--- config.mk ---
export PLATFORM = sky130hd
export DESIGN_NAME = owbg_gain
export DESIGN_NICKNAME = d
export VERILOG_FILES = /design/src/rtl/core/owbg_pkg.sv /design/src/rtl/core/owbg_gain.sv
export SDC_FILE = /design/constraint.sdc
export NUM_CORES = 1
export LEC_CHECK = 0
export BUFFER_PORTS_ARGS = -buffer_cell sky130_fd_sc_hd__buf_2
export CAP_MARGIN = 25
export CORE_MARGIN = 3
export CORE_UTILIZATION = 45
export DETAILED_ROUTE_END_ITERATION = 10
export HOLD_SLACK_MARGIN = 0.08
export MAX_ROUTING_LAYER = met4
export PLACE_DENSITY = 0.66
export SYNTH_ARGS = -nofsm -noshare
export SYNTH_HDL_FRONTEND = slang
export SYNTH_SLANG_ARGS = --single-unit
--- constraint.sdc ---
create_clock -name clock -period 6 [get_ports clock]
set_input_delay 0.3 -clock clock [delete_from_list [all_inputs] [get_ports clock]]
set_output_delay 0.3 -clock clock [all_outputs]
set_load 0.01 [all_outputs]
--- src/rtl/core/owbg_pkg.sv ---
// shared constants and types for the white balance gain core
// no dependencies
package owbg_pkg;

   localparam int unsigned RATIO_W = 10;
   localparam int unsigned CMP_W   = 16;
   localparam int unsigned GAIN_W  = 16;
   localparam int unsigned NUM1_W  = 24;
   localparam int unsigned NUM2_W  = 30;
   localparam int unsigned IDX_W   = 3;

   localparam logic [13:0] UNITY_SCALE = 14'd10000;
   localparam logic [15:0] UNITY_GAIN  = 16'h0400;
   localparam logic [29:0] SCALE_SQ    = 30'd100000000;

   localparam logic [7:0] MID_A = 8'h02;
   localparam logic [7:0] MID_B = 8'h06;
   localparam logic [7:0] MID_C = 8'h05;

   // gain = ratio * 64 / 625, via reciprocal 2^32 / 625
   localparam logic [22:0] GAIN_RECIP = 23'd6871947;
   localparam logic [9:0]  GAIN_DIV   = 10'd625;

   typedef enum logic [IDX_W-1:0] {
      REG_RG_A = 3'd0,
      REG_BG_A = 3'd1,
      REG_RG_B = 3'd2,
      REG_BG_B = 3'd3,
      REG_RG_C = 3'd4,
      REG_BG_C = 3'd5
   } reg_idx_type;

   typedef enum logic [1:0] {
      CASE_BOTH = 2'd0,
      CASE_RED  = 2'd1,
      CASE_BLUE = 2'd2
   } case_type;

   typedef struct packed {
      logic valid;
      logic fail;
   } ctl_type;

endpackage

--- src/rtl/core/owbg_gain.sv ---
// ratio to gain conversion, two register stages
// depends on owbg_pkg
module owbg_gain (
   input  logic                         clock,
   input  logic [owbg_pkg::CMP_W-1:0]   ratio,
   input  logic                         fail,
   output logic [owbg_pkg::GAIN_W-1:0]  gain,
   output logic                         apply
);
   import owbg_pkg::*;

   logic [21:0]       n_ff;
   logic [21:0]       n_in;
   logic [12:0]       q_ff;
   logic [44:0]       prod;
   logic              fail_ff;
   logic              apply1_ff;
   logic              apply1_in;
   logic [21:0]       rem;
   logic [12:0]       q_fix;
   logic [GAIN_W-1:0] gain_ff;
   logic [GAIN_W-1:0] gain_in;
   logic              apply_ff;
   logic              apply_in;

   always_comb begin
      n_in      = {ratio, 6'd0};
      prod      = 45'(n_in) * 45'(GAIN_RECIP);
      apply1_in = ratio != 16'(UNITY_SCALE);
      rem       = n_ff - 22'(q_ff * 23'(GAIN_DIV));
      q_fix     = (rem >= 22'(GAIN_DIV)) ? q_ff + 13'd1 : q_ff;
      gain_in   = fail_ff ? UNITY_GAIN : 16'(q_fix);
      apply_in  = !fail_ff && apply1_ff;
   end

   always_ff @(posedge clock) begin
      n_ff      <= n_in;
      q_ff      <= prod[44:32];
      fail_ff   <= fail;
      apply1_ff <= apply1_in;
      gain_ff   <= gain_in;
      apply_ff  <= apply_in;
   end

   assign gain  = gain_ff;
   assign apply = apply_ff;

endmodule

-- Yosys cells after proc, flatten, opt, wreduce, memory -nomap -nowiden
Index checks and enable logic that the tools add are counted.
- memory bits (read-only): 0
- memories kept: 0
- bits in registers: 48
- bits in writable memories: 0
- input port bits: 18
- bits in latches: 0
- eq/ne operators: 1
- bitwise operators: 0
- $lt $le $gt $ge: 1
- div/mod/pow operators: 0
- muxes and demuxes: 1
- reduce and logical (&&, ||, !) cells: 2
- shifts and indexed selects: 0
- add/subtract/negate cells: 2
- $mul: 2
- operators with widths (cell ; number):
    multiplier 16 x 23 -> 39 bit, second input constant ; 1
    greater-or-equal comparator 22 x 10 -> 1 bit, second input constant ; 1
    multiplier 13 x 10 -> 22 bit, second input constant ; 1
    subtractor 22 bit ; 1
    inequality test 16 x 14 -> 1 bit, second input constant ; 1
    adder 13 x 1 -> 13 bit, second input constant ; 1
    2-to-1 mux 13 bit ; 1
    logical AND 1 bit ; 1
    zero test 1 bit ; 1

-- Longest topological paths before layout
Gate-level depths: netlist of run 1.
- depth in word-level cells: 4
- gate-level depth with buffers: 22
- gate-level depth less buffers: 22

-- Least setup slack after synthesis of run 1
Ideal clock, no wire load.
- path type: input port to flip-flop
- start point: input port ratio[13] in the netlist's numbering
- end point: register q_ff[12]
- stages: 18
- slack: 0.416 ns
- data arrival time: 5.512 ns
- required time: 5.928 ns
- setup time: 0.072 ns
- cells stage by stage: fa_1 -> fa_1 -> inv_1 -> fa_1 -> fa_1 -> fa_1 -> inv_1 -> fa_1 -> ha_1 -> nand3_1 -> nor3_1 -> nand2_1 -> o311ai_0 -> a21oi_1 -> o21ai_0 -> nor4_1 -> nor3_1 -> xnor2_1
- word-level cells in the longest chain between the ends: 1
- ends and longest elaborated chain (what ; RTL line ; text):
    from (decl) ; owbg_gain.sv:5 ; input logic [owbg_pkg::CMP_W-1:0] ratio,
    multiplier 16 x 23 -> 39 bit ; owbg_gain.sv:28 ; prod = 45'(n_in) * 45'(GAIN_RECIP);
    net prod[44] ; owbg_gain.sv:15 ; logic [44:0] prod;
    to (signal assigned) ; owbg_gain.sv:38 ; q_ff <= prod[44:32];
    to (decl) ; owbg_gain.sv:14 ; logic [12:0] q_ff;
The timed path passes the listed nets, and every way through them passes these cells.
A chain may end at the register's enable or synchronous reset.

-- Final worst setup path of run 1
- start point: register q_ff[4]
- end point: register gain_ff[10], in the netlist gain[10]
- word-level cells in the longest chain between the ends: 4
- elaborated cells between the ends (all ways): 5
- those cells by class: 2 x add/sub; 1 x mul; 1 x order compare; 1 x mux
- ends and longest elaborated chain (what ; RTL line ; text):
    multiplier 13 x 10 -> 22 bit ; owbg_gain.sv:30 ; rem = n_ff - 22'(q_ff * 23'(GAIN_DIV));
    subtractor 22 bit ; owbg_gain.sv:30 ;
    greater-or-equal comparator 22 x 10 -> 1 bit ; owbg_gain.sv:31 ; q_fix = (rem >= 22'(GAIN_DIV)) ? q_ff + 13'd1 : q_ff;
    2-to-1 mux 13 bit * ; owbg_gain.sv:31 ;
    to (signal assigned) ; owbg_gain.sv:41 ; gain_ff <= gain_in;
    to (decl) ; owbg_gain.sv:21 ; logic [GAIN_W-1:0] gain_ff;
Every way passes the cells marked *; elsewhere a longest branch is shown, timed or not.

==> summary.md, run 1 <==
| Metric | Value |
|---|---|
| Outcome | `completed` |
| Register area share after synthesis | `8.672%` |
| # port buffers | `31` |
| DRC Markers | `0` |
| Main synth FF type | `dfxtp_1` |
| RSZ-0062 raised after global routing | `false` |
| Synth area leaders | `fa_1, ha_1, inv_1` |
| Drt wl/cell | `16.89 um` |
| Crit path time final | `5.770 ns` |
| CP arrival | `5.94 ns` |
| Critical path class | `register to register` |
| DRT antenna net count | `0` |
| Commonest cells post-synth | `inv_1, ha_1, fa_1` |
| Largest net degree at the start of global routing | `17` |
| Syn Inst Count | `1070` |
| Endpoints failing setup | `0` |
| Reg2reg setup slack | `0.23 ns` |
| Final max-slew violation count | `0` |
| Critical Path RT | `6.17 ns` |
| Hold Crit Class | `input port to register` |
| Vias in the first global route | `7752` |
| Post-synth EDFFs | `0` |
| Fmax | `0.1733 GHz` |
| Max Clock Skew | `0.01616 ns` |
| Final Hold Viols | `0` |
| Reg2reg path depth | `19` |
| Final global-route overflow total | `0` |
| Seq cells post-synth | `45` |
| Row Count | `54` |
| Initial antenna violation count | `0` |
| Avg Synthesized Cell Area | `9.709 sq um` |
| First-pass GRT wire length | `39670 um` |
| Most frequent cell after synthesis | `inv_1` |
| Worst hold path endpoint | `fail_ff` |
| Via density per instance | `5.089` |
| Max H-tree Level | `2` |
| CTS max path bufs | `2` |
| Synth top area share | `33.53%` |
| Clock Sink Count | `45` |
| Via count | `7226` |
| YS warnings | `0` |
| Cell taking the most area after synthesis | `fa_1` |
| Synthesis-to-finish area growth | `8.672%` |
| Hold path depth | `1` |
| CTS clk-pin slew, worst paths | `0.07 ns` |
| Post-synth ARST share | `0%` |
| Nets | `1561` |
| MaxCap Viol Count | `0` |
| Height of the chip | `157.9 um` |
| Setup_tns | `0 ns` |
| Worst slew pin tran | `0.5569 ns` |
| Skew-Pair Late Insertion Delay | `0.30 ns` |
| Width of the die | `157.9 um` |
| Unique masters post-synth | `63` |
| Total routed wirelength | `23980 um` |
| Gpl congestion | `0.9677` |
| Tcrit/Tclk final | `96.16%` |
| CP Capture Type | `register` |
| Headroom to the max-slew limit | `62.82%` |
| Iter 0 DRT Violations | `273` |
| Die area | `0.02495 sq mm` |
| Starting Density | `46.74%` |
| I/O pins | `35` |
| Post-DP HPWL | `21510 um` |
| Clk root buf | `clkbuf_16` |
| Share of layout cells above drive strength 1 | `8.860%` |
| Netlist Area Pre-Place | `0.01039 sq mm` |
| Total Routing Usage GR | `21.20%` |
| CTS tree | `done` |
| CTS buffer count | `5` |
| Worst flop-to-flop path startpoint | `q_ff[4]` |
| Crit path max fanout | `13` |
| # hold bufs at CTS | `0` |
| Pre-Repair DR Iteration Count | `5` |
| Diode count | `0` |
| Startpoint types | `register` |
| Core area | `0.02223 sq mm` |
| Min-delay src | `fail` |
| Reg2Reg Capture Point | `gain[10]` |
final cells by class:
type / count / area [sq um]
clock inverters: 3 / 46.29
flip-flops and latches: 45 / 907.1
clock buffers: 5 / 125.1
multi-input cells: 687 / 8178
well taps: 280 / 350.3
inverters: 331 / 1242
fillers: 2041 / 10940
repair buffers: 69 / 440.4
worst max-delay path, cell delays in order (launching register included):
cell and delay, ns:
dfxtp_1 0.49, buf_4 0.20, inv_1 0.09, fa_1 0.49
inv_1 0.04, ha_1 0.32, fa_1 0.51, fa_1 0.54
inv_1 0.04, ha_1 0.24, nor3_1 0.31, nand4_1 0.23
a41oi_1 0.46, nor3_1 0.12, or4_1 0.56, a221oi_1 0.27
and3_4 0.32, buf_4 0.20, nor4b_1 0.07, mux2i_1 0.12
metal layers:
layer / vias up / routed length (um) / GRT usage, %
met5: - / 0 / -
met4: 0 / 725 / 6.555
met3: 43 / 921 / 2.515
met2: 166 / 11690 / 35.60
met1: 3521 / 10650 / 27.00
li1: 3496 / - / -
timing repair:
action | 4_1_cts | 5_1_grt
resized for setup | 0 | 8
buffers inserted | 0 | 0
setup endpoints to repair | 0 | 16
through the flow:
step | cell area [sq um] | std cells | hold WS (ns) | utilization (%) | setup slack, ns
2_1_floorplan | 10400 | 1072 | 0.3277 | - | 0.4156
3_3_place_gp | 11100 | 1412 | 0.4029 | 49.94 | 0.1164
3_5_place_dp | 11100 | 1412 | 0.4044 | 49.94 | 0.07936
4_1_cts | 11270 | 1420 | 0.1004 | 50.71 | 0.01706
5_1_grt | 11290 | 1420 | 0.09887 | 50.79 | 0.005756
6_report | 11290 | 1420 | 0.1085 | 50.79 | 0.2303
worst max-delay path by stage:
stage | start | to
2_1_floorplan | ratio[13] | q_ff[12]
3_3_place_gp | q_ff[5] | gain[9]
6_report | q_ff[4] | gain[10]
4_1_cts | q_ff[5] | gain[10]
3_5_place_dp | q_ff[5] | gain[9]
5_1_grt | q_ff[4] | gain[4]
registers in the layout (all words and copies together) (netlist names):
register   count
apply          1
apply1_ff      1
fail_ff        1
gain          13
n_ff          16
q_ff          13
logic make-up after synthesis:
group	Yosys count	synth area share (%)
fa+ha+maj	404	61.23
buf+inv	340	12.79
simple gates	128	6.805
compound gates	117	7.431
flops	45	8.672
xor+xnor	32	2.698
mux	3	0.3372
other cells	1	0.03610
layout by cell type (no fill, tap or decap), types with 3 or more instances in the layout:
cell type and count:
buf_4 38, and3_1 4, dfxtp_1 40, o211ai_1 3, xnor2_1 24, o21ai_0 30, or3_2 5, nor2b_1 5
a211oi_1 3, nor2_1 28, dfxtp_2 5, conb_1 3, fa_1 174, nand2b_1 5, buf_2 31, nor4_1 4
a21o_1 9, nand3_1 12, inv_1 331, nor3_1 9, a31oi_1 7, clkbuf_16 5, o31ai_1 5, o21a_1 5
nand2_1 23, or4_1 4, xor2_1 8, nand4_1 10, ha_1 229, a21oi_1 33
Power of run 1 is not shown: default switching activity piles up to over one toggle a cycle in this logic, so the estimate is an artifact.
==> run 2, diff against run 1 <==
CORE_UTILIZATION = 59   (was 45)
PLACE_DENSITY = 0.82   (was 0.66)
SLEW_MARGIN = 20   (was unset)
==> summary.md, run 2 (synthesis results as in run 1) <==
| Metric | Value |
|---|---|
| Outcome | `completed` |
| Met3 usage | `2.724% (+0.21 points)` |
| Final Hold Viols | `0 (unchanged)` |
| Gpl congestion | `1.008 (+4.2%)` |
| GR met2 Demand/Resource | `43.86% (+8.3 points)` |
| Max FFs per register | `16 (unchanged)` |
| # port buffers | `31 (unchanged)` |
| Via density per instance | `5.494 (+8.0%)` |
| Drt wl/cell | `17.49 um (+3.5%)` |
| Vias in the first global route | `8017 (+3.4%)` |
| Clk root buf | `clkbuf_16` |
| Synthesis-to-finish area growth | `8.334%` |
| Starting Density | `61.55% (+15 points)` |
| CTS clk-pin slew, worst paths | `0.06 ns (about the same)` |
| Width of the die | `138.7 um (-12%)` |
| Largest register by flop count | `n_ff` |
| Diode count | `0 (unchanged)` |
| Clock Sink Count | `45 (unchanged)` |
| Iter 0 DRT Violations | `485 (+78%)` |
| Register area | `904.6 sq um (-0.28%)` |
| DRT antenna net count | `0 (unchanged)` |
| CTS tree | `done` |
| CP Capture Type | `register` |
| Max Clock Skew | `0.004479 ns (-0.01168 ns)` |
| Pre-Repair DR Iteration Count | `5 (unchanged)` |
| Area of the multi-input gates | `0.008170 sq mm (about the same)` |
| Total routed wirelength | `23820 um (-0.69%)` |
| Skew-Pair Late Insertion Delay | `0.29 ns (about the same)` |
| Final max-slew violation count | `0 (unchanged)` |
| Met1 usage | `32.56% (+5.6 points)` |
| Dpl cell area | `0.01102 sq mm (-0.74%)` |
| Reg2reg setup slack | `0.21 ns (-0.02 ns)` |
| Crit path max fanout | `11 (-2)` |
| First-pass GRT wire length | `38670 um (-2.5%)` |
| I/O pins | `35 (unchanged)` |
| Worst slew pin tran | `0.5830 ns (+0.02610 ns)` |
| Busiest grt layer | `met2` |
| Initial antenna violation count | `0 (unchanged)` |
| Crit path time final | `5.790 ns (+0.02054 ns)` |
| Row Count | `47 (-13%)` |
| Final global-route overflow total | `0 (unchanged)` |
| Tcrit/Tclk final | `96.50% (+0.34 points)` |
| Critical Path RT | `6.22 ns (+0.05 ns)` |
| Critical path class | `register to register` |
| Max H-tree Level | `2 (unchanged)` |
| Fmax | `0.1727 GHz (-0.35%)` |
| Die area | `0.01924 sq mm (-23%)` |
| Via count | `7483 (+3.6%)` |
| Most common cell after layout, fill and taps aside | `inv_1` |
| Nets | `1563 (+0.13%)` |
| Post-DP HPWL | `20810 um (-3.3%)` |
| Fillers | `1268 (-38%)` |
| Core area | `0.01688 sq mm (-24%)` |
| Hold Crit Class | `input port to register` |
| Share of layout cells above drive strength 1 | `8.669% (-0.19 points)` |
| Endpoints failing setup | `0 (unchanged)` |
| CP arrival | `6.01 ns (+0.07 ns)` |
| DRC Markers | `0 (unchanged)` |
| Headroom to the max-slew limit | `61.08% (-1.7 points)` |
| CTS buffer count | `5 (unchanged)` |
| Height of the chip | `138.7 um (-12%)` |
| Largest net degree at the start of global routing | `19 (+2)` |
| Design area | `0.01125 sq mm (-0.31%)` |
| Startpoint types | `register` |
| CTS max path bufs | `2 (unchanged)` |
| MaxCap Viol Count | `0 (unchanged)` |
| Total Routing Usage GR | `25.72% (+4.5 points)` |
| Most frequent cells in the layout | `inv_1, ha_1, fa_1` |
## run 2: cell count changes in the layout (fill, tap and decap cells not counted), sizes merged
cell / delta
clkinvlp: -1
buf: +2
clkinv: -1
bufinv: +1
inv: +1
## run 2: metrics by stage
stage | utilization [%] | setup WS (ns) | cells | setup TNS, ns | hold slack (ns)
2_1_floorplan | - | 0.4156 | 1072 | 0 | 0.3277
3_3_place_gp | 65.28 | 0.2077 | 1351 | 0 | 0.4029
3_5_place_dp | 65.28 | 0.1029 | 1351 | 0 | 0.4183
4_1_cts | 66.43 | 0.1355 | 1359 | 0 | 0.1212
5_1_grt | 66.68 | -0.01305 | 1362 | -0.02575 | 0.1186
6_report | 66.68 | 0.2098 | 1362 | 0 | 0.1197
## run 2: routing by layer
metal  up-vias  share of wire [%]
met3        59                5.3
met5         -                  0
li1       3495                  -
met2       232                 50
met1      3697                 42
met4         0                3.5
## run 2: area by class of cell
class,count,area share (%)
multi-input combinational,687,72.60
clock inverter,3,0.6115
inverter,331,11.04
clock buffer,5,1.112
sequential,45,8.038
timing repair buffer,71,4.158
tap,220,2.446
## run 2: path summary, 6_finish.rpt
| kind | cells after the start | endpoint | from |
|---|---|---|---|
| max | 19 | gain[8] | q_ff[5] |
| min | 1 | fail_ff | fail |
| max reg2reg | 19 | gain[8] | q_ff[5] |
| min reg2reg | 1 | apply | apply1_ff |
## run 2: critical path, cell delays in order, from the launching register on
cell and delay (ns):
dfxtp_1 0.34, buf_4 0.18, fa_1 0.48, ha_1 0.29, inv_1 0.05, fa_1 0.53, inv_1 0.06, fa_1 0.50
fa_1 0.54, inv_1 0.04, ha_1 0.39, a2111o_1 0.46, o211ai_2 0.23, nand2_1 0.09, a221oi_2 0.24, a221oi_1 0.09
and3_4 0.25, buf_4 0.16, or4_2 0.63, a21oi_1 0.16
## run 2: timing repair
item,4_1_cts,5_1_grt
hold buffers,0,0
endpoints found under the setup margin,0,13
buffers inserted,0,3
resized for setup,0,4
hold endpoints to repair,0,0
Power of run 2 is left out for the same reason.
