**src/rtl/core/owbg_div.sv**
```systemverilog
// pipelined restoring divider, one quotient bit per stage
// no dependencies; a zero divisor yields an all-ones quotient
module owbg_div #(
   parameter int unsigned NW = 24,
   parameter int unsigned DW = 10,
   parameter int unsigned SW = 1
) (
   input  logic          clock,
   input  logic          reset,
   input  logic          in_valid,
   input  logic [NW-1:0] in_num,
   input  logic [DW-1:0] in_den,
   input  logic [SW-1:0] in_side,
   output logic          out_valid,
   output logic [NW-1:0] out_quot,
   output logic [SW-1:0] out_side
);

   logic [DW-1:0] rem_ff  [NW];
   logic [DW-1:0] rem_in  [NW];
   logic [NW-1:0] num_ff  [NW];
   logic [NW-1:0] num_in  [NW];
   logic [DW-1:0] den_ff  [NW];
   logic [SW-1:0] side_ff [NW];
   logic [NW-1:0] valid_ff;
   logic [NW-1:0] valid_in;

   logic [DW-1:0] pr_rem  [NW];
   logic [NW-1:0] pr_num  [NW];
   logic [DW-1:0] pr_den  [NW];
   logic [SW-1:0] pr_side [NW];
   logic [DW:0]   trial   [NW];
   logic [NW-1:0] ge;

   always_comb begin
      for (int i = 0; i < NW; i++) begin
         if (i == 0) begin
            pr_rem[i]   = '0;
            pr_num[i]   = in_num;
            pr_den[i]   = in_den;
            pr_side[i]  = in_side;
            valid_in[i] = in_valid;
         end else begin
            pr_rem[i]   = rem_ff[i-1];
            pr_num[i]   = num_ff[i-1];
            pr_den[i]   = den_ff[i-1];
            pr_side[i]  = side_ff[i-1];
            valid_in[i] = valid_ff[i-1];
         end
         trial[i] = {pr_rem[i], pr_num[i][NW-1]};
         ge[i]    = trial[i] >= {1'b0, pr_den[i]};
         rem_in[i] = ge[i] ? DW'(trial[i] - {1'b0, pr_den[i]}) : trial[i][DW-1:0];
         num_in[i] = {pr_num[i][NW-2:0], ge[i]};
      end
   end

   always_ff @(posedge clock) begin
      if (reset) begin
         valid_ff <= '0;
      end else begin
         valid_ff <= valid_in;
      end
   end

   always_ff @(posedge clock) begin
      for (int i = 0; i < NW; i++) begin
         rem_ff[i]  <= rem_in[i];
         num_ff[i]  <= num_in[i];
         den_ff[i]  <= pr_den[i];
         side_ff[i] <= pr_side[i];
      end
   end

   assign out_valid = valid_ff[NW-1];
   assign out_quot  = num_ff[NW-1];
   assign out_side  = side_ff[NW-1];

endmodule

```
**config.mk**
```make
export PLATFORM = sky130hd
export DESIGN_NAME = owbg_div
export DESIGN_NICKNAME = d
export VERILOG_FILES = /design/src/rtl/core/owbg_div.sv
export SDC_FILE = /design/constraint.sdc
export NUM_CORES = 1
export LEC_CHECK = 0
export BUFFER_PORTS_ARGS = -buffer_cell sky130_fd_sc_hd__buf_4
export CAP_MARGIN = 20
export CORE_ASPECT_RATIO = 0.9
export CORE_UTILIZATION = 45
export DETAILED_ROUTE_END_ITERATION = 7
export PLACE_DENSITY_LB_ADDON = 0.2
export SYNTH_ARGS = -nofsm -noshare
export SYNTH_HDL_FRONTEND = slang
export SYNTH_SLANG_ARGS = --single-unit
```
**constraint.sdc**
```tcl
create_clock -name clock -period 2.28 [get_ports clock]
set_input_delay 0.456 -clock clock [delete_from_list [all_inputs] [get_ports clock]]
set_output_delay 0.456 -clock clock [all_outputs]
set_load 0.005 [all_outputs]
```
## Word level (Yosys, flattened, before mapping)

Memories as Yosys holds them, arrays and structs flattened.
Index checks and enable logic that the tools add are counted.

- Register bits: 24
- Bits in writable memories: 1080
- Input port bits: 38
- Logic and storage cells: 77
- Memories: 4

Memory list:

| name | words | bits a word | read ports | clocked after memory_dff | write ports | line | RTL |
|---|---|---|---|---|---|---|---|
| num_ff | 24 | 24 | 24 | 0 | 24 | 21 | `logic [NW-1:0] num_ff [NW];` |
| den_ff | 24 | 10 | 23 | 0 | 24 | 23 | `logic [DW-1:0] den_ff [NW];` |
| rem_ff | 24 | 10 | 23 | 0 | 24 | 19 | `logic [DW-1:0] rem_ff [NW];` |
| side_ff | 24 | 1 | 24 | 0 | 24 | 24 | `logic [SW-1:0] side_ff [NW];` |

- Add/subtract/negate cells: 24
- $lt $le $gt $ge: 24
- Mux-type cells: 24

Operator list:

| kind | count |
|---|---|
| $ge A11 B10 Y1 | 23 |
| $mux W10 | 24 |
| $sub A10 B10 Y10 | 23 |
| $ge A1 B10 Y1 | 1 |
| $sub A1 B10 Y10 | 1 |

## Depth between registers and ports, before layout

Gate-level depths: netlist of the first run.
An unclocked memory read counts as a cell.

- Depth after elaboration: 3
- Gate-level depth with buffers: 11
- Depth with buffers taken out: 11

## Least setup slack after synthesis of the first run

OpenSTA, ideal clock, no wires.

- Kind: flip-flop to flip-flop
- Start point: memory den_ff[6][1] (netlist: den_ff[0][61])
- End point: memory rem_ff[7][1] (netlist: rem_ff[0][71])
- Data arrival time: 2.220 ns
- Required time: 2.159 ns
- Setup slack: -0.062 ns
- Cell stages (with the launch flop): 11
- Buffers on the path: 1
- Clock period less this slack: 2.342 ns
- Cells stage by stage: dfxtp_1 > inv_1 > ha_1 > nor2b_1 > o31a_1 > o21a_1 > a41oi_1 > o21ai_1 > a211o_1 > buf_6 > mux2_4

RTL lines:

| element | line |
|---|---|
| start: declaration | 23 |
| end: declaration | 19 |

==> summary.txt, run 1 <==
Yosys
  • Cell area after synthesis: 0.0345 mm²
  • Sequential cell area fraction in the yosys report: 62.9%
  • Cell count after synthesis: 2959
  • Flip-flop and latch count after synthesis: 1084
  • Top cells by area in the synthesized netlist: dfxtp_1, ha_1, mux2_2, inv_1, o21ai_0
  • Distinct cell type count after synthesis: 51
  • Number of synthesized flops with an enable pin: 0
  • Per-instance average area after synthesis: 11.7 µm²
  • Fraction of post-synthesis cell area in the top cell type by area: 62.9%
  • Async set or reset register ratio after synthesis: 0%
  • Synthesized Nets: 3251
  • Primary FF master, synth: dfxtp_1
  • Ys Warns: 0
  • Dominant cell type by area after synthesis: dfxtp_1

Place
  • Number of buffers added on ports: 63
  • Placed cells: 4092
  • Placer congestion estimate: 0.839
  • Total half-perimeter wirelength after legalization and detailed placement: 40200 µm

STA
  • Post-route fraction of the period consumed by the critical path: 101%
  • Unrepaired setup endpoints after global routing: true
  • Worst max-slew margin expressed relative to the limit: 60.5%
  • Final setup violation count: 9
  • Final worst path period need: 2.31 ns
  • Final Skew: 0.0322 ns
  • Highest clock frequency the design can meet: 0.433 GHz
  • Worst setup margin: -0.0302 ns
  • Slew at the pin with the worst max-slew slack: 0.588 ns
  • Final slew viol count: 0
  • Final Hold Fails: 0
  • Fin Setup TNS: -0.205 ns

Power
  • Largest voltage drop on the vdd net: 686 µV
  • Total leakage power: 0.0186 µW
  • Power Density: 1440 mW/mm²

CTS
  • Number of buffers created by CTS: 104
  • Sink count of the clock tree: 1084
  • Clk_lat worst skew: 0.66 ns
  • Count of H-tree levels built during CTS: 3
  • Clock tree root driver cell: clkbuf_16
  • Clock-pin slew reported for the worst setup and hold paths after clock tree synthesis: 0.06 ns
  • Clock Tree Buf Depth: 3
  • CTS tree: yes

Setup path
  • Critical path, cell by cell: inv_2 -> ha_4 -> nor2b_4 -> o31a_1 -> o21a_1 -> a41oi_2 -> o21ai_1 -> a211o_1 -> buf_12 -> mux2_4
  • R2r worst-path depth: 10
  • Kind of cell with the highest combined delay on the critical path: compound AO/OA/AOI/OAI gates
  • Worst setup slack for register-to-register paths: -0.03 ns
  • Startpoint of the worst-slack reg-to-reg timing path: den_ff[0][61]
  • R2r endpoint: rem_ff[0][73]
  • Worst Setup SP: den_ff[0][61]
  • Arrival time worst endpoint: 2.84 ns
  • Critical path fanouts, max: 6
  • Classification of the worst setup path: reg -> reg
  • Number of gates on the worst path with buffers counted: 10
  • Delay of the slowest cell on the worst path: 0.33 ns
  • Crit path max-delay cell type: a211o_1
  • Type of element capturing the critical path: register
  • Total buffers and inverters traversed by the critical path: 2
  • Kind of start point of the critical path: register
  • CP required: 2.81 ns
  • Endpoint of the most critical setup path: rem_ff[0][73]

Layout
  • Number of diodes added for antenna fixing: 0
  • Layout net count: 3555
  • Final cell count without fillers: 4365
  • Synthesis-to-finish area growth: 21.5%
  • Fraction of layout instances using a drive strength above 1: 20.8%

Floorplanning
  • Site row count: 95
  • DIE AREA: 0.0778 mm²
  • Overall die width: 294 µm
  • Effective utilization at floorplan: 45.9%
  • Vertical die dimension: 265 µm
  • Boundary pin count: 64
  • Placeable core area: 0.0752 mm²

Global route
  • Initial antenna violation count: 0
  • Busiest metal layer after global routing: met2
  • GR Layer Usage met3: 2.92%
  • GRT met2 Usage: 25.3%
  • Largest net degree at the start of global routing: 25
  • Met1 layer usage reported by global route: 18.3%
  • Global-route usage over all layers: 14.8%
  • Global-route wire length before repair: 96000 µm
  • Vias in the first global route: 20700
  • Grt total ovfl: 0

Route
  • DRC marker count from the first detailed-route iteration: 806
  • First-pass iteration count of the detailed router: 5
  • Total Routed Length: 59100 µm
  • Post-DR wirelength/cell: 13.5 µm
  • Routed via count divided by cell count: 4.74
  • Total vias in the final route: 20700
  • Antenna-violating nets left: 0
  • Number of design rule violations left after detail routing: 0

Run status
  • Result of the run: finished with violations
  • Violations in the final reports: setup timing

Worst hold path
  • Min-Delay Path Class: in -> reg
  • Hold path cells: 3

Flow run
  • Count of maximum capacitance violations: 0
[layer usage]
metal / up-vias / share of wire (%)
li1: 10500 / -
met1: 9740 / 45
met2: 323 / 48
met3: 147 / 3.5
met4: 0 / 3.2
met5: - / 0
[through the flow]
step	hold slack [ns]	power [µW]	setup slack, ns	cell area [µm²]	utilization [%]
finish	0.0918	60500	-0.0302	41900	55.7
global route	0.0649	64300	-0.140	41900	55.7
CTS	0.0492	59700	-0.0631	40900	54.3
detailed placement	0.312	41500	-0.168	36700	48.8
global placement	0.310	40900	-0.0859	36700	48.8
floorplan	0.310	36900	0.00126	34500	-
[cell type report]
type | count | area [µm²]
flip-flops and latches | 1084 | 21700
repair buffers | 249 | 2010
multi-input cells | 1548 | 12300
clock inverters | 49 | 649
well taps | 1018 | 1270
inverters | 276 | 1040
fillers | 6326 | 33300
clock buffers | 141 | 2910
[synthesized netlist by cell type, types with 3 or more instances]
cell and number:
xnor2_1 82, and2_1 9, o211ai_1 13, mux2_2 105, xor2_1 61, clkbuf_1 11
mux2_4 8, nor3b_1 8, buf_2 16, or3b_2 3, a211o_1 8, a2bb2oi_1 8
nand3_1 32, ha_1 232, a31oi_1 22, o21ai_0 177, or4_1 10, a31o_2 8
a211oi_1 37, nor2_1 144, o21a_1 13, o31ai_1 9, dfxtp_1 1084, a21oi_1 175
buf_4 24, inv_1 276, fa_1 22, nor2b_1 47, o21ai_1 10, a21o_1 40
nand2_1 155, nand4_1 14, o31a_1 3, and3_1 9, o21bai_1 10, nor3_1 25
mux2i_1 16, nand2b_1 17
[report_power, final]
part           total [µW]  switching [µW]  internal, µW
registers           24700            1730         23000
clock network       17300            7040         10300
logic               18500            9120          9370
[cells in the final DEF, fill, tap and decap left out, drive strengths merged, types with 11 or more instances in the layout]
| cell type | n |
|---|---|
| o211ai | 13 |
| o21ai | 187 |
| nor2b | 47 |
| fa | 22 |
| a211oi | 37 |
| clkbuf | 142 |
| xor2 | 61 |
| clkinv | 28 |
| buf | 213 |
| bufinv | 11 |
| a21o | 40 |
| a31oi | 22 |
| dlygate4sd3 | 35 |
| ha | 232 |
| nand2b | 17 |
| o21a | 13 |
| xnor2 | 82 |
| inv | 280 |
| nand4 | 14 |
| nor2 | 144 |
| nand3 | 32 |
| nand2 | 155 |
| a21oi | 175 |
| mux2i | 16 |
| mux2 | 113 |
| nor3 | 25 |
| dfxtp | 1084 |
[what timing repair did]
action,CTS,global route
gates resized for setup,50,223
hold buffers,35,0
buffers inserted,7,30
endpoints found under the hold margin,35,0
endpoints found under the setup margin,95,192
pin swaps,10,67
gates cloned,4,7
[registers in the layout, indices dropped and copies added (netlist names)]
register  count
side_ff      24
num_ff      576
valid_ff     24
rem_ff      230
den_ff      230
[logic make-up after synthesis]
| family | after synthesis | synth area share, % |
|---|---|---|
| flip-flops | 1084 | 62.9 |
| AO/OA/AOI/OAI | 540 | 9.16 |
| AND/OR/NAND/NOR | 480 | 6.45 |
| buffers and inverters | 329 | 3.92 |
| adder cells (fa/ha/maj) | 254 | 9.69 |
| XOR/XNOR | 143 | 3.63 |
| multiplexers | 129 | 4.24 |
[worst reg2reg max path, delay by kind of cell, from the launching register on]
family	cells	cell delay, ns
AOI/OAI and AO/OA	5	1.03
adders and majority gates	1	0.20
buffers and inverters	2	0.24
DFF	1	0.32
and+or+nand+nor	1	0.12
muxes	1	0.29
[how the worst min path moves through the flow]
stage | slack [ns] | from | to
floorplan | 0.31 | num_ff[0][75] | num_ff[0][100]
global placement | 0.31 | num_ff[1][182] | num_ff[2][15]
detailed placement | 0.31 | num_ff[2][124] | num_ff[2][149]
CTS | 0.05 | in_num[23] | rem_ff[0][0]
global route | 0.06 | in_num[23] | rem_ff[0][0]
finish | 0.09 | in_num[23] | rem_ff[0][0]
Note: power is estimated with default switching activity, not from simulation.
==> inputs of run 2 (changes only) <==
--- a/config.mk
+++ b/config.mk
@@ -7,7 +7,7 @@
 export LEC_CHECK = 0
 export BUFFER_PORTS_ARGS = -buffer_cell sky130_fd_sc_hd__buf_4
 export CAP_MARGIN = 20
-export CORE_ASPECT_RATIO = 0.9
+export CORE_ASPECT_RATIO = 1.2
 export CORE_UTILIZATION = 45
 export DETAILED_ROUTE_END_ITERATION = 7
 export PLACE_DENSITY_LB_ADDON = 0.2
==> summary.txt, run 2 (synthesis gave the netlist of run 1 again) <==
Global route
  • Largest net degree at the start of global routing: 25 (unchanged)
  • Busiest metal layer after global routing: met2
  • Grt total ovfl: 0 (unchanged)
  • Global-route usage over all layers: 15.0% (+0.16 points)
  • Global-route wire length before repair: 96000 µm (about the same)
  • Initial antenna violation count: 0 (unchanged)
  • GRT met2 Usage: 28.3% (+3.0 points)
  • Vias in the first global route: 21300 (+2.7%)
  • GR Layer Usage met3: 2.91% (-0.0056 points)
  • Met1 layer usage reported by global route: 15.6% (-2.7 points)

STA
  • Hold WS: 0.143 ns (+0.0514 ns)
  • Final Skew: 0.0194 ns (-0.0128 ns)
  • Post-route fraction of the period consumed by the critical path: 103% (+2.2 points)
  • Final setup violation count: 9 (unchanged)
  • Final worst path period need: 2.36 ns (+0.0492 ns)
  • Highest clock frequency the design can meet: 0.424 GHz (-2.1%)
  • Unrepaired setup endpoints after global routing: true
  • Final slew viol count: 0 (unchanged)
  • Slew at the pin with the worst max-slew slack: 0.509 ns (-0.0787 ns)
  • Worst setup margin: -0.0794 ns (-0.0492 ns)
  • Worst max-slew margin expressed relative to the limit: 65.8% (+5.3 points)
  • Final Hold Fails: 0 (unchanged)

Setup path
  • Type of element capturing the critical path: register
  • Total buffers and inverters traversed by the critical path: 2 (unchanged)
  • Kind of cell with the highest combined delay on the critical path: compound AO/OA/AOI/OAI gates
  • Critical path fanouts, max: 5 (-1)
  • Delay of the slowest cell on the worst path: 0.33 ns (about the same)
  • Critical path, cell by cell: inv_2 -> ha_4 -> nor2b_2 -> o31a_1 -> o21a_1 -> a41oi_2 -> o21ai_1 -> a211o_1 -> clkbuf_16 -> mux2_4
  • Arrival time worst endpoint: 2.91 ns (+0.07 ns)
  • CP required: 2.83 ns (+0.02 ns)
  • Classification of the worst setup path: reg -> reg
  • Crit path max-delay cell type: a211o_1
  • Kind of start point of the critical path: register

Floorplanning
  • DIE AREA: 0.0778 mm² (about the same)
  • Boundary pin count: 64 (unchanged)
  • Overall die width: 255 µm (-13%)
  • Placeable core area: 0.0754 mm² (+0.24%)
  • Vertical die dimension: 305 µm (+15%)
  • Effective utilization at floorplan: 45.7% (-0.11 points)
  • Site row count: 110 (+16%)

CTS
  • Clock-pin slew reported for the worst setup and hold paths after clock tree synthesis: 0.06 ns (about the same)
  • Count of H-tree levels built during CTS: 3 (unchanged)
  • Clock tree root driver cell: clkbuf_16
  • CTS tree: yes
  • Number of buffers created by CTS: 103 (-0.96%)
  • Clock Tree Buf Depth: 3 (unchanged)
  • Clk_lat worst skew: 0.66 ns (about the same)
  • Sink count of the clock tree: 1084 (unchanged)

Place
  • Placer congestion estimate: 0.868 (+3.4%)
  • Total half-perimeter wirelength after legalization and detailed placement: 40900 µm (+1.8%)
  • Cell area after placement: 0.0366 mm² (-0.40%)
  • Number of buffers added on ports: 63 (unchanged)
  • Worst slack at placement: -0.125 ns (+0.0437 ns)

Layout
  • Post-route cell area: 0.0418 mm² (-0.13%)
  • Highest-count cells in the layout ignoring fill and taps: dfxtp_1, inv_1, ha_1, buf_4, a21oi_1
  • Layout net count: 3529 (-0.73%)
  • Most common cell after layout, fill and taps aside: dfxtp_1
  • Number of diodes added for antenna fixing: 0 (unchanged)
  • Flip-flop count of the largest register after layout: 576 (unchanged)
  • Post-layout util: 55.5% (-0.21 points)
  • Biggest register: num_ff
  • Synthesis-to-finish area growth: 21.3%
  • Fraction of layout instances using a drive strength above 1: 20.7% (-0.15 points)
  • Largest registers: num_ff x576, den_ff x230, rem_ff x230
  • Fill cell instance count of the final layout: 6323 (-0.047%)

Worst hold path
  • Min-Delay Path Class: in -> reg

Route
  • Antenna-violating nets left: 0 (unchanged)
  • Routed via count divided by cell count: 4.73 (-0.29%)
  • DRC marker count from the first detailed-route iteration: 912 (+13%)
  • Total vias in the final route: 20500 (-0.98%)
  • Number of design rule violations left after detail routing: 0 (unchanged)
  • Total Routed Length: 59200 µm (+0.14%)
  • First-pass iteration count of the detailed router: 6 (+1)
  • Post-DR wirelength/cell: 13.7 µm (+0.83%)

Power
  • Clock power share: 28.8% (+0.2 points)
  • Register share of total power: 40.5% (-0.3 points)
  • Largest voltage drop on the vdd net: 659 µV (-4.0%)
  • Combinational power share: 30.7% (about the same)
  • Tot Pwr: 60900 µW (+0.61%)
  • Internal power summed over all cells: 42800 µW (+0.56%)
  • Power Density: 1450 mW/mm² (+0.75%)
  • Total leakage power: 0.0186 µW (-0.36%)
  • Switching power share of the total: 29.6% (+0.033 points)
  • Switching Power: 18000 µW (+0.72%)

Run status
  • Result of the run: finished with violations
  • Violations in the final reports: setup timing

Flow run
  • Count of maximum capacitance violations: 0 (unchanged)
-- run 2: cell count changes in the layout (fill, tap and decap cells not counted), sizes merged --
cell	change
bufinv	-1
clkinv	+3
a211o	-2
dlygate4sd3	+1
buf	-26
clkbuf	-3
inv	+6
clkinvlp	+2
-- run 2: power groups by stage --
stage	combinational, µW	clock (µW)	sequential, µW
4_1_cts	16900	18200	24600
5_1_grt	20700	19000	25100
3_3_place_gp	15900	0	25000
2_1_floorplan	12500	0	24300
3_5_place_dp	16500	0	25000
6_report	18700	17500	24700
-- run 2: repair_timing --
action	4_1_cts	5_1_grt
cloned	1	10
setup buffers	6	28
pin swaps	8	86
resized for setup	26	226
endpoints found under the hold margin	36	0
setup endpoints to repair	49	175
hold buffers	36	0
-- run 2: final timing paths --
kind,from,endpoint,slack [ns],cells past startpoint
max,den_ff[0][61],rem_ff[0][72],-0.08,10
min,reset,valid_ff[10],0.14,2
max reg2reg,den_ff[0][61],rem_ff[0][72],-0.08,10
min reg2reg,num_ff[2][2],num_ff[2][27],0.31,0
-- run 2: worst reg2reg max path, stage by stage, from the launching register on --
cell and delay (ns):
dfxtp_2 0.32, inv_2 0.07, ha_4 0.20, nor2b_2 0.15
o31a_1 0.27, o21a_1 0.20, a41oi_2 0.16, o21ai_1 0.08
a211o_1 0.33, clkbuf_16 0.19, mux2_4 0.29
-- run 2: final cells by class --
type	count	area, µm²	share of cell area [%]
Tap cell	1008	1260	3.01
Multi-Input combinational cell	1546	12300	29.3
Clock inverter	59	662	1.58
Sequential cell	1084	21700	52.0
Timing Repair Buffer	226	1920	4.59
Inverter	276	1040	2.48
Clock buffer	136	2950	7.06
-- run 2: layer usage --
layer,wire [µm],up-vias
li1,-,10400
met2,31500,302
met1,23700,9629
met3,2290,127
met4,1750,0
met5,0,-
-- run 2: per-stage QoR --
stage / cells / TNS (ns)
6_report: 4335 / -0.609
3_3_place_gp: 4059 / -1.02
2_1_floorplan: 2959 / 0
4_1_cts: 4297 / -0.649
5_1_grt: 4335 / -1.42
3_5_place_dp: 4059 / -2.09
==> inputs of run 3 (changes only) <==
==> constraint.sdc (replaced) <==
create_clock -name clock -period 2.6 [get_ports clock]
set_input_delay 0.52 -clock clock [delete_from_list [all_inputs] [get_ports clock]]
set_output_delay 0.52 -clock clock [all_outputs]
set_load 0.005 [all_outputs]
==> summary.txt, run 3 (synthesis gave the netlist of run 1 again) <==
Run status
  • Result of the run: complete, no violations

Worst hold path
  • Min-Delay Path Class: in -> reg
  • Hold path cells: 3 (+1)

Place
  • Total half-perimeter wirelength after legalization and detailed placement: 40300 µm (-1.6%)
  • Placer congestion estimate: 0.856 (-1.3%)
  • Worst slack at placement: 0.122 ns (+0.247 ns)
  • Number of buffers added on ports: 63 (unchanged)
  • Placed cells: 4007 (-1.3%)

STA
  • Final worst path period need: 2.45 ns (+0.0953 ns)
  • Final setup violation count: 0 (-9)
  • Slew at the pin with the worst max-slew slack: 0.554 ns (+0.0451 ns)
  • Highest clock frequency the design can meet: 0.407 GHz (-3.9%)
  • Fin Setup TNS: 0 ns (+0.609 ns)
  • Post-route fraction of the period consumed by the critical path: 94.4% (-9.1 points)
  • Final Hold Fails: 0 (unchanged)
  • Worst setup margin: 0.145 ns (+0.225 ns)
  • Unrepaired setup endpoints after global routing: false
  • Worst max-slew margin expressed relative to the limit: 63.1% (-2.7 points)
  • Final Skew: 0.0184 ns (-0.00100 ns)
  • Final slew viol count: 0 (unchanged)

Floorplanning
  • Overall die width: 255 µm (unchanged)
  • Placeable core area: 0.0754 mm² (unchanged)
  • Site row count: 110 (unchanged)
  • DIE AREA: 0.0778 mm² (unchanged)
  • Boundary pin count: 64 (unchanged)
  • Vertical die dimension: 305 µm (unchanged)
  • Effective utilization at floorplan: 45.7% (unchanged)

Power
  • Power Density: 1260 mW/mm² (-13%)
  • Total leakage power: 0.0180 µW (-3.3%)
  • Tot Pwr: 50700 µW (-17%)
  • Largest voltage drop on the vdd net: 526 µV (-20%)

Layout
  • Most common cell after layout, fill and taps aside: dfxtp_1
  • Area of combinational cells with multiple inputs: 0.0115 mm² (-6.7%)
  • Final cell count without fillers: 4234 (-2.3%)
  • Fraction of layout instances using a drive strength above 1: 12.2% (-8.5 points)
  • Highest-count cells in the layout ignoring fill and taps: dfxtp_1, inv_1, ha_1, o21ai_0, a21oi_1
  • Fill cell instance count of the final layout: 6583 (+4.1%)
  • Layout net count: 3429 (-2.8%)
  • Synthesis-to-finish area growth: 16.1%
  • Flip-flop count of the largest register after layout: 576 (unchanged)
  • Area taken by flip-flops and latches: 0.0217 mm² (-0.19%)
  • Biggest register: num_ff
  • Largest registers: num_ff x576, den_ff x230, rem_ff x230
  • Number of diodes added for antenna fixing: 0 (unchanged)

CTS
  • Clk_lat worst skew: 0.66 ns (about the same)
  • Sink count of the clock tree: 1084 (unchanged)
  • CTS tree: yes
  • Post-CTS repair timing setup buffer count: 0 (-6)
  • Clock-pin slew reported for the worst setup and hold paths after clock tree synthesis: 0.06 ns (about the same)
  • Number of buffers created by CTS: 102 (-0.97%)
  • Count of H-tree levels built during CTS: 3 (unchanged)
  • Clock Tree Buf Depth: 3 (unchanged)
  • Clock tree root driver cell: clkbuf_16

Route
  • DRC marker count from the first detailed-route iteration: 890 (-2.4%)
  • Number of design rule violations left after detail routing: 0 (unchanged)
  • Post-DR wirelength/cell: 13.1 µm (-3.8%)
  • Total vias in the final route: 20200 (-1.4%)
  • Routed via count divided by cell count: 4.77 (+0.93%)
  • Total Routed Length: 55600 µm (-6.0%)
  • First-pass iteration count of the detailed router: 7 (+1)
  • Antenna-violating nets left: 0 (unchanged)

Global route
  • Initial antenna violation count: 0 (unchanged)
  • Global-route wire length before repair: 93400 µm (-2.7%)
  • Grt total ovfl: 0 (unchanged)
  • Vias in the first global route: 20700 (-2.5%)
  • Largest net degree at the start of global routing: 25 (unchanged)
  • Global-route usage over all layers: 14.5% (-0.42 points)

Setup path
  • R2r worst-path depth: 9 (-1)
  • Arrival time worst endpoint: 3.00 ns (+0.09 ns)
  • Kind of start point of the critical path: register
  • Type of element capturing the critical path: register
  • Critical path fanouts, max: 16 (+11)
  • CP required: 3.15 ns (+0.32 ns)
  • Classification of the worst setup path: reg -> reg

Flow run
  • Count of maximum capacitance violations: 0 (unchanged)
run 3: cell types whose count changed in the layout (fill, tap and decap cells not counted), sizes merged:
cell         change
clkbuf           +5
bufinv           +1
buf             -94
clkinvlp         -3
inv              -8
dlygate4sd3      -2
run 3: through the flow:
step           area [µm²]  utilization, %  hold WS (ns)
2_1_floorplan       34500               -         0.310
6_report            40000            53.1        0.0775
3_3_place_gp        36200            47.9         0.310
4_1_cts             40000            53.1        0.0272
5_1_grt             40000            53.1        0.0917
3_5_place_dp        36200            47.9         0.312
run 3: worst max-delay path, stage by stage (launching register included):
cell and delay (ns):
dfxtp_1 0.34, inv_1 0.08, ha_1 0.29, nor2b_1 0.15
nor3_1 0.23, o21bai_1 0.17, a31o_2 0.31, o21ai_1 0.17
buf_4 0.24, mux2_2 0.35
run 3: power breakdown:
part           internal (µW)  leakage, µW  total, µW  switching [µW]
Clock                   9030      0.00175      15100            6080
Combinational           6790      0.00713      14000            7240
Sequential             20100      0.00907      21500            1400
run 3: final timing paths:
check,startpoint,endpoint,slack (ns)
worst min register to register,num_ff[0][65],num_ff[0][90],0.31
worst max-delay path,den_ff[0][71],rem_ff[1][1],0.15
worst min-delay path,in_num[23],rem_ff[0][0],0.08
worst max register to register,den_ff[0][71],rem_ff[1][1],0.15
run 3: routing by layer:
layer	global-route usage (%)	vias up	routed length [µm]
met5	0	-	0
met1	14.9	9434	22100
met3	2.54	152	2030
met4	7.83	0	2170
li1	-	10300	-
met2	27.5	352	29400
run 3: cell type report:
type                            instances  share of cell area (%)
Inverter                              276                    2.59
Clock buffer                          144                    7.34
Timing Repair Buffer                  127                    2.62
Clock inverter                         49                    1.52
Multi-Input combinational cell       1546                    28.6
Sequential cell                      1084                    54.2
Tap cell                             1008                    3.15
run 3: repair_timing:
action	CTS	global route
endpoints found under the hold margin	34	0
gates resized for setup	0	1
setup endpoints to repair	0	2
hold buffers	34	0
